==> src/sv/tfc_pkg.sv <==
// ----------------------------------------------------------------------------
// tfc_pkg: shared types and constants for the TCP flow classifier
// Transaction structs, command and verdict codes, header length constants.
// ----------------------------------------------------------------------------
package tfc_pkg;

  localparam int DEFAULT_TABLE_ENTRIES = 64;

  localparam logic [6:0] ETH_HDR_BYTES   = 7'd14;
  localparam logic [6:0] IP_MIN_HDR_LEN  = 7'd20;
  localparam logic [6:0] TCP_MIN_HDR_LEN = 7'd20;
  localparam logic [7:0] TCP_PROTO_NUM   = 8'd6;

  localparam logic [1:0] CMD_ADD      = 2'd0;
  localparam logic [1:0] CMD_REMOVE   = 2'd1;
  localparam logic [1:0] CMD_CLASSIFY = 2'd2;

  localparam logic [3:0] V_MATCHED     = 4'd0;
  localparam logic [3:0] V_TOO_SHORT   = 4'd1;
  localparam logic [3:0] V_NOT_TCP     = 4'd2;
  localparam logic [3:0] V_NO_FLOW     = 4'd3;
  localparam logic [3:0] V_ADDED       = 4'd4;
  localparam logic [3:0] V_DUPLICATE   = 4'd5;
  localparam logic [3:0] V_FULL        = 4'd6;
  localparam logic [3:0] V_REMOVED     = 4'd7;
  localparam logic [3:0] V_REMOVE_MISS = 4'd8;

  typedef struct packed {
    logic [1:0]  cmd;
    logic [15:0] frame_len;
    logic [3:0]  header_words;
    logic [7:0]  protocol;
    logic [31:0] local_ip;
    logic [31:0] remote_ip;
    logic [15:0] local_port;
    logic [15:0] remote_port;
    logic [7:0]  ring_id;
  } req_t;

  typedef struct packed {
    logic [3:0] verdict;
    logic [7:0] match_ring;
  } rsp_t;

  typedef struct packed {
    logic [7:0]  protocol;
    logic [31:0] local_ip;
    logic [31:0] remote_ip;
    logic [15:0] local_port;
    logic [15:0] remote_port;
  } flow_key_t;

  typedef struct packed {
    logic      valid;
    flow_key_t key;
    logic [7:0] ring;
  } entry_t;

  // controller -> datapath
  typedef struct packed {
    logic load;
    logic cnt_clr;
    logic cnt_inc;
    logic clr_wr;
    logic rd_en;
    logic commit;
    logic respond;
  } ctl_t;

  // datapath -> controller
  typedef struct packed {
    logic cnt_last;
    logic early;
  } stat_t;

endpackage

==> src/sv/tfc_ctrl.sv <==
// ----------------------------------------------------------------------------
// tfc_ctrl: sequencer for the TCP flow classifier
// Clearing pass after reset, then accept, check (early response for rejected requests), table sweep and commit.
// ----------------------------------------------------------------------------
module tfc_ctrl (
  input  logic           clk,
  input  logic           rst,
  input  logic           start,
  input  tfc_pkg::stat_t stat,
  output tfc_pkg::ctl_t  ctl,
  output logic           busy,
  output logic           done
);
  import tfc_pkg::*;

  typedef enum logic [2:0] {
    ST_CLEAR,
    ST_IDLE,
    ST_CHECK,
    ST_SCAN,
    ST_WAIT,
    ST_FINISH
  } state_t;

  state_t state;
  state_t state_next;

  assign busy = (state != ST_IDLE);

  always_comb begin
    ctl        = '0;
    state_next = state;
    case (state)
      ST_CLEAR: begin
        ctl.clr_wr  = 1'b1;
        ctl.cnt_inc = 1'b1;
        if (stat.cnt_last) begin
          ctl.cnt_clr = 1'b1;
          state_next  = ST_IDLE;
        end
      end
      ST_IDLE: begin
        if (start) begin
          ctl.load    = 1'b1;
          ctl.cnt_clr = 1'b1;
          state_next  = ST_CHECK;
        end
      end
      ST_CHECK: begin
        if (stat.early) begin
          ctl.respond = 1'b1;
          state_next  = ST_IDLE;
        end else begin
          state_next = ST_SCAN;
        end
      end
      ST_SCAN: begin
        ctl.rd_en   = 1'b1;
        ctl.cnt_inc = 1'b1;
        if (stat.cnt_last) begin
          ctl.cnt_clr = 1'b1;
          state_next  = ST_WAIT;
        end
      end
      ST_WAIT: begin
        state_next = ST_FINISH;
      end
      ST_FINISH: begin
        ctl.commit  = 1'b1;
        ctl.respond = 1'b1;
        state_next  = ST_IDLE;
      end
      default: begin
        state_next = ST_IDLE;
      end
    endcase
  end

  always_ff @(posedge clk) begin
    if (rst) begin
      state <= ST_CLEAR;
      done  <= 1'b0;
    end else begin
      state <= state_next;
      done  <= ctl.respond;
    end
  end

`ifndef NO_ASSERTIONS
  a_done_idle: assert property (@(posedge clk) disable iff (rst) done |-> !busy)
    else $error("result strobe while busy");
  a_accept_busy: assert property (@(posedge clk) disable iff (rst)
    (start && !busy) |=> busy)
    else $error("accepted transaction did not start work");
  a_done_single: assert property (@(posedge clk) disable iff (rst) done |=> !done)
    else $error("result strobe held longer than one cycle");
  a_commit_after_scan: assert property (@(posedge clk) disable iff (rst)
    ctl.commit |-> $past(state == ST_WAIT))
    else $error("commit without completed sweep");
`endif

endmodule

==> config.mk <==
export PLATFORM = sky130hd
export DESIGN_NAME = tfc_ctrl
export DESIGN_NICKNAME = d
export VERILOG_FILES = /design/src/sv/tfc_pkg.sv /design/src/sv/tfc_ctrl.sv
export SDC_FILE = /design/constraint.sdc
export NUM_CORES = 1
export LEC_CHECK = 0
export BUFFER_PORTS_ARGS = -buffer_cell sky130_fd_sc_hd__buf_2
export CAP_MARGIN = 10
export CORE_AREA = 2 2 39 41
export DETAILED_ROUTE_END_ITERATION = 10
export DIE_AREA = 0 0 41 43
export PLACE_DENSITY = 0.51
export SYNTH_ARGS = -nofsm -noshare
export SYNTH_HDL_FRONTEND = slang
export SYNTH_SLANG_ARGS = --single-unit
==> constraint.sdc <==
create_clock -name clk -period 1.4 [get_ports clk]
set_input_delay 0.35 -clock clk [delete_from_list [all_inputs] [get_ports clk]]
set_output_delay 0.35 -clock clk [all_outputs]
set_load 0.02 [all_outputs]
==> summary.txt, run 1 <==
Status - finished, violations left
Violated checks - negative setup slack
CTS buffer count - 3
P_int - 282 µW
Die X-Extent - 41 µm
Final Cycle Share - 105%
Total number of vias - 316
Hold Crit Class - primary input to flip-flop
Vias in the first global route - 258
Syn nets - 39
Post-synth EDFFs - 0
Die area - 0.00176 mm²
Core Region - 0.00138 mm²
Row Count - 14
Residual DRC - 0
Max incr delay on CP - 0.36 ns
Syn Area/Cell - 8.39 µm²
Setup violators final - 6
Worst reg2reg path endpoint - state[0]
RR Startpoint - state[0]
Slowest cell on the critical path - dfxtp_4
Diodes inserted - 0
Crit start category - flip-flop
Tmin final - 1.47 ns
Rel. slew slack - 87.2%
Reg2Reg Depth - 4
Crit path max fanout - 8
CP endpoint - ctl[5]
Routed WL - 759 µm
Max cap viols - 0
Clock Sinks - 4
Layout cell share with drive strength beyond 1 - 54.7%
Mapped Area - 285 µm²
Total GRT Usage - 8.83%
Synth async-reset ratio - 0%
Sequential area share after synthesis - 28.1%
CP Data Required Time - 1.05 ns
Worst Max-Slew Pin Slew - 0.192 ns
NetSw - 121 µW
Final Skew - 0.00158 ns
Fin util - 36.0%
Combinational Power Share - 32.9%
First-pass GRT wire length - 1010 µm
Synthesis-to-finish area growth - 74.6%
Sw Share - 30.0%
Critical path buffer and inverter count - 2
Max clock buf depth - 2
Post-Syn Instances - 34
Setup ws final - -0.0675 ns
Layout fillers - 145
YS warnings - 0
CTS Root Cell - clkbuf_4
Crit Path Class - flip-flop to primary output
Critical Path AT - 1.12 ns
Clock latency on the worst-skew pair - 0.24 ns
PD cells - 810 mW/mm²
Worst Setup End Kind - primary output
Fin. Hold Viols - 0
Leak - 0.223 nW
I/O pins - 14
CP Cell Sequence - buf_6, a311oi_2, buf_4
Remaining Overflow, GRT - 0
Cell variety after synth - 23
Worst Setup SP - state[2]
Nets - 60
CP Depth - 3
Remaining antenna violation count after routing - 0
Most frequent cells in the layout - 7 x buf_6, 6 x buf_2, 5 x buf_4, 4 x inv_1
Clock Power Share - 36.0%
Sequential fraction of design power - 31.1%
FMAX - 0.681 GHz
RSZ-0062 raised after global routing - true
Starting density of the core - 20.6%
Pre-antenna DRT Iters - 1
Initial antenna violation count - 0
Most common cell after layout, fill and taps aside - buf_6
Maximum VDD drop - 0.430 mV
CTS tree - built
Adder-Cell Fraction of Synth Area - 0%
Drt wl/cell - 11.0 µm
Synth Area in Compound Gates - 15.8%
#FFs+latches synth - 4
Slack of the worst reg-to-reg path - 0.19 ns
Final Slew Violations - 0
H-tree levels - 1
Critical path's top delay family - flip-flops
Largest net degree at the start of global routing - 9
Mux cell area share after synthesis - 3.51%
Simple-Gate Fraction of Synth Area - 36.0%
Largest family of logic cells by synthesized area - simple AND/OR/NAND/NOR gates
Design Power - 403 µW
Iter 0 DRT Violations - 0
Post-detail-place hpwl - 457 µm
Post-synth top flop - dfxtp_1
XOR/XNOR Fraction of Synth Area - 3.07%
Die H - 43 µm
Via density - 4.58
Clk pin slew, worst setup/hold paths - 0.04 ns
I/O Buffers - 13
Routability cong. - 0.736
Hold_buf cts - 0
logic make-up (layout without fill, tap and decap cells):
family                    count (synthesis)  count (layout)
DFF                                       4               4
buffers and inverters                     7              26
and+or+nand+nor                          15              15
xor gates and xnor gates                  1               1
AOI/OAI and AO/OA                         6               6
muxes                                     1               1
synth_stat cells (2+ instances only):
cell type  instances  area (µm²)
nand2_1            2        7.51
dfxtp_1            4        80.1
a21oi_1            2        10.0
or3b_1             2        17.5
nor2_1             2        7.51
nand2b_1           2        12.5
inv_1              4        15.0
final cells by class:
class | instances | area, µm² | area share, %
repair buffers | 19 | 150 | 30.2
multi-input cells | 23 | 199 | 39.9
well taps | 16 | 20.0 | 4.02
inverters | 4 | 15.0 | 3.02
flip-flops and latches | 4 | 91.3 | 18.3
clock buffers | 3 | 22.5 | 4.52
through the flow:
| stage | TNS, ns | hold WS (ns) | std cells | setup slack (ns) | cell area (µm²) |
|---|---|---|---|---|---|
| global route | -0.601 | 0.331 | 69 | -0.116 | 498 |
| CTS | -0.240 | 0.325 | 69 | -0.0766 | 468 |
| global placement | 0 | 0.582 | 64 | 0.0659 | 383 |
| floorplan | 0 | 0.419 | 34 | 0.0491 | 292 |
| detailed placement | 0 | 0.586 | 64 | 0.0470 | 383 |
| finish | -0.229 | 0.328 | 69 | -0.0675 | 498 |
repair_timing:
action,in CTS,in global routing
buffers inserted,2,0
endpoints found under the setup margin,8,7
pin swaps,5,3
cloned,0,0
gates resized for setup,17,6
layer usage:
layer	GRT usage, %	wire length (µm)	vias up
li1	-	-	161
met1	10.3	346	141
met2	11.6	333	14
met5	0	0	-
met4	2.00	0	0
met3	8.38	79	0
flip-flops by register name, summed over array words and instances (netlist names):
signal  flops
state       3
done        1
worst min path at each step:
stage,startpoint,end,slack [ns],cells past startpoint
floorplan,rst,done,0.42,1
detailed placement,rst,done,0.59,2
global route,rst,state[2],0.33,2
finish,rst,state[2],0.33,2
CTS,rst,state[2],0.33,2
global placement,rst,state[2],0.58,2
worst register-to-register path: cells and delay by family (launching register included):
kind                   cells  cell delay, ns
AO/OA/AOI/OAI              1            0.21
flip-flops                 1            0.36
AND/OR/NAND/NOR            1            0.33
buffers and inverters      2            0.22
power groups by stage:
stage | Combinational [mW] | Sequential [mW] | Clock, mW
after global placement | 0.103 | 0.129 | 0
after floorplan | 0.0722 | 0.125 | 0
after global routing | 0.144 | 0.127 | 0.159
final | 0.133 | 0.125 | 0.145
after CTS | 0.126 | 0.125 | 0.151
after detailed placement | 0.104 | 0.129 | 0
No activity file was read; power rests on OpenSTA's default activity.
==> run 2: changes to the inputs <==
REMOVE_ABC_BUFFERS = 1   (was not set)
==> run 2 against run 1 <==
- the run still ends with negative setup slack left
- first-iteration DRC count up 4
- critical path type unchanged
- critical path depth did not move
- non-clock buffer count unchanged
==> summary.txt, run 2 (synthesis gave the netlist of run 1 again) <==
Worst reg2reg path endpoint - state[0]
Residual DRC - 0
Remaining Overflow, GRT - 0
Max incr delay on CP - 0.35 ns
Routability cong. - 0.704
Via density - 4.55
Layout cell share with drive strength beyond 1 - 54.7%
PD cells - 842 mW/mm²
Tmin final - 1.50 ns
Crit start category - flip-flop
Sequential fraction of design power - 32.3%
CP Data Required Time - 1.05 ns
Diodes inserted - 0
I/O Buffers - 13
Hold Path Depth - 2
Drt wl/cell - 11.1 µm
Critical Path AT - 1.15 ns
CTS Root Cell - clkbuf_4
Min-delay src - rst
Synthesis-to-finish area growth - 61.4%
RR Startpoint - state[0]
Routed WL - 763 µm
Fin. Hold Viols - 0
Clk pin slew, worst setup/hold paths - 0.04 ns
Final Skew - 0.0000947 ns
Combinational Power Share - 30.6%
FMAX - 0.665 GHz
NetSw - 116 µW
Total number of vias - 314
CP Cell Sequence - buf_6, and4bb_1, buf_6
Initial antenna violation count - 0
Reg2Reg Depth - 3
Crit Path Class - flip-flop to primary output
Maximum VDD drop - 0.314 mV
Die area - 0.00176 mm²
Vias in the first global route - 256
Setup violators final - 5
CTS tree - built
Total GRT Usage - 9.04%
RSZ-0062 raised after global routing - true
Max cap viols - 0
Hold Path Sink - state[2]
Die X-Extent - 41 µm
Most common cell after layout, fill and taps aside - buf_2
Most frequent cells in the layout - 8 x buf_2, 6 x buf_4, 4 x buf_6, 3 x inv_1, 3 x clkbuf_4
Starting density of the core - 20.6%
Setup TNS - -0.428 ns
Worst Setup End Kind - primary output
Largest net degree at the start of global routing - 11
Sw Share - 29.9%
Violated checks - negative setup slack
P_int - 272 µW
Core Region - 0.00138 mm²
Crit path max fanout - 7
Hold Crit Class - primary input to flip-flop
H-tree levels - 1
Setup ws final - -0.105 ns
CTS buffer count - 3
Final Cycle Share - 107%
Clock Power Share - 37.1%
Final Slew Violations - 0
Worst Max-Slew Pin Slew - 0.210 ns
Nets - 60
Leak - 0.218 nW
Hold_buf cts - 0
Layout fillers - 149
Pre-antenna DRT Iters - 4
Die H - 43 µm
Status - finished, violations left
Row Count - 14
Largest register FFs - 3
Max clock buf depth - 2
Top flop regs - state (3), done (1)
Clock latency on the worst-skew pair - 0.23 ns
Slack of the worst reg-to-reg path - 0.25 ns
Most flops, register - state
I/O pins - 14
Rel. slew slack - 85.9%
Hold Worst Slack - 0.351 ns
Slowest cell on the critical path - dfxtp_4
Most frequent CP cell - buf_6
Iter 0 DRT Violations - 4
First-pass GRT wire length - 1050 µm
Remaining antenna violation count after routing - 0
Clock Sinks - 4
## run 2: changes by cell type in the layout (fill, tap and decap cells not counted), sizes merged
cell,change
clkbuf,+1
buf,-1
## run 2: worst max path at each step
stage | start | endpoint | slack [ns] | cells after the start
floorplan | state[0] | ctl[5] | -0.17 | 2
global placement | stat[1] | ctl[5] | 0.04 | 4
detailed placement | stat[1] | ctl[5] | 0.04 | 4
CTS | state[1] | ctl[5] | -0.13 | 3
global route | state[1] | ctl[0] | -0.16 | 4
finish | state[1] | ctl[6] | -0.10 | 3
## run 2: repair_timing
action,CTS,global route
endpoints found under the setup margin,8,7
endpoints found under the hold margin,0,0
pin swaps,1,2
gates resized for setup,12,5
buffers inserted,0,2
## run 2: per-stage QoR
stage,util [%],std cells,area (µm²),power (mW),setup WS [ns]
after global routing,33.3,69,460,0.407,-0.155
after global placement,27.2,64,377,0.231,0.0447
after detailed placement,27.2,64,377,0.232,0.0380
after floorplan,-,31,262,0.187,-0.166
final,33.3,69,460,0.388,-0.105
after CTS,31.4,67,434,0.390,-0.126
## run 2: worst max-delay path, delay by kind of cell, from the launching register on
family	cells	cell delay [ns]
buffers and inverters	2	0.26
DFF	1	0.35
and+or+nand+nor	1	0.30
## run 2: power groups by stage
stage	Clock [mW]	Sequential (mW)	Combinational (mW)
2_1_floorplan	0	0.133	0.0540
5_1_grt	0.153	0.126	0.128
4_1_cts	0.150	0.126	0.113
3_5_place_dp	0	0.128	0.103
3_3_place_gp	0	0.129	0.102
6_report	0.144	0.125	0.119
## run 2: final cells by class
cell class | instances | area (µm²) | area share (%)
Sequential cell | 4 | 88.8 | 19.3
Multi-Input combinational cell | 23 | 179 | 38.9
Clock buffer | 3 | 22.5 | 4.89
Timing Repair Buffer | 19 | 135 | 29.3
Inverter | 4 | 15.0 | 3.26
Tap cell | 16 | 20.0 | 4.35
## run 2: routing by layer
layer | global-route usage (%) | share of wire, % | vias to the layer above
met5 | 0 | 0 | -
met4 | 6.00 | 0 | 0
met3 | 1.57 | 3.7 | 0
met2 | 12.8 | 51 | 7
met1 | 11.9 | 45 | 147
li1 | - | - | 160
==> run 3: changes to the inputs <==
CELL_PAD_IN_SITES_DETAIL_PLACEMENT = 1   (was not set)
CELL_PAD_IN_SITES_GLOBAL_PLACEMENT = 1   (was not set)
PLACE_DENSITY = 0.65   (was 0.51)
SETUP_SLACK_MARGIN = 0.5   (was not set)
==> run 3 against run 2 <==
- the run still ends with negative setup slack left
- critical path depth did not move
- sequential share of layout area down 3.3 points
- clock-buffer cell count stayed put
- maximum frequency fell by 0.95%
- clock skew up 0.0053 ns
- cell area is 26% higher
- combinational power is 39% higher
- setup slack got worse by 0.014 ns
- worst hold slack lost 0.013 ns
- final cell count up 4.3%
==> summary.txt, run 3 (synthesis gave the netlist of run 1 again) <==
Via density - 4.51
Maximum VDD drop - 0.283 mV
Reg2Reg Depth - 4
Critical Path AT - 1.17 ns
GRT met2 Usage - 15.3%
CTS buffer count - 3
Pre-antenna DRT Iters - 3
Synthesis-to-finish area growth - 103%
Slack of the worst reg-to-reg path - 0.25 ns
Worst Setup End Kind - primary output
Layout cell share with drive strength beyond 1 - 73.2%
Drt wl/cell - 13.6 µm
Most common cell after layout, fill and taps aside - buf_6
FMAX - 0.658 GHz
Most flops, register - state
Iter 0 DRT Violations - 4
Worst reg2reg path endpoint - state[0]
Max clock buf depth - 2
Die area - 0.00176 mm²
Leak - 0.255 nW
RSZ-0062 raised after global routing - true
Layer with the highest usage - met2
Routability cong. - 0.691
Tmin final - 1.52 ns
Crit Path Class - flip-flop to primary output
Met1 usage - 14.3%
CP endpoint - ctl[6]
CTS tree - built
Fin util - 41.9%
Clock latency on the worst-skew pair - 0.24 ns
Nets - 63
Most frequent cells in the layout - 11 x buf_6, 7 x buf_4, 4 x buf_2
PD cells - 767 mW/mm²
Total GRT Usage - 10.6%
I/O Buffers - 13
First-pass GRT wire length - 1260 µm
Vias in the first global route - 302
CP Data Required Time - 1.05 ns
Max cap viols - 0
Final Cycle Share - 109%
Diodes inserted - 0
Largest net degree at the start of global routing - 10
Post-detail-place hpwl - 590 µm
RR Startpoint - state[0]
Largest register FFs - 3
Rel. slew slack - 89.8%
Violated checks - negative setup slack
Worst Max-Slew Pin Slew - 0.149 ns
Crit start category - flip-flop
Top flop regs - state (3), done (1)
CTS Root Cell - clkbuf_4
Crit path max fanout - 6
Status - finished, violations left
Die X-Extent - 41 µm
Total number of vias - 325
Clock Sinks - 4
Setup ws final - -0.119 ns
GR Util met3 - 4.71%
Hold_buf cts - 0
Setup violators final - 6
H-tree levels - 1
Routed WL - 981 µm
Final Skew - 0.00542 ns
Final Slew Violations - 0
Hold Crit Class - primary input to flip-flop
Core Region - 0.00138 mm²
Clk pin slew, worst setup/hold paths - 0.04 ns
Initial antenna violation count - 0
Starting density of the core - 20.6%
I/O pins - 14
Residual DRC - 0
Die H - 43 µm
Hold Path Depth - 2
Worst Setup SP - state[1]
Row Count - 14
Remaining antenna violation count after routing - 0
Place WS - 0.0544 ns
Fin. Hold Viols - 0
Remaining Overflow, GRT - 0
## run 3: cell types whose count changed in the layout (fill, tap and decap cells not counted), moves of 2 or more
cell    delta
or3b_4     +2
or3b_1     -2
buf_2      -4
buf_6      +7
## run 3: worst max-delay path, cell delays in order (launching register included)
cell,delay [ns]
dfxtp_4,0.35
buf_6,0.14
and4bb_2,0.32
buf_6,0.12
## run 3: layout make-up
type                    instances  area, µm²
flip-flops and latches          4       92.6
well taps                      16       20.0
fillers                       165        805
multi-input cells              23        233
repair buffers                 22        196
clock buffers                   3       22.5
inverters                       4       15.0
## run 3: where the power goes
| group | internal [mW] | switching, mW | leakage (nW) |
|---|---|---|---|
| clock network | 0.0966 | 0.0577 | 0.0138 |
| logic | 0.0900 | 0.0748 | 0.206 |
| registers | 0.117 | 0.00814 | 0.0353 |
| total | 0.304 | 0.141 | 0.255 |
## run 3: through the flow
stage	hold WS, ns	TNS [ns]	cell area (µm²)	power (mW)	std cells
2_1_floorplan	0.419	-0.166	262	0.187	31
3_3_place_gp	0.588	0	384	0.233	65
3_5_place_dp	0.594	0	384	0.233	65
4_1_cts	0.323	-0.557	438	0.398	68
5_1_grt	0.335	-0.984	579	0.472	72
6_report	0.338	-0.580	579	0.444	72
## run 3: timing repair
item	in CTS	in global routing
setup endpoints to repair	13	13
pin swaps	2	6
buffers inserted	0	4
resized for setup	13	29
## run 3: per-layer routing
layer  part of all wire [%]  wire, µm
met4                      0         0
met1                     40       388
met3                    4.2        41
met2                     56       551
met5                      0         0
## run 3: how the worst min path moves through the flow
stage	slack (ns)	to	from
6_report	0.34	state[2]	rst
5_1_grt	0.33	state[2]	rst
4_1_cts	0.32	state[2]	rst
3_5_place_dp	0.59	state[2]	rst
3_3_place_gp	0.59	done	rst
2_1_floorplan	0.42	done	rst
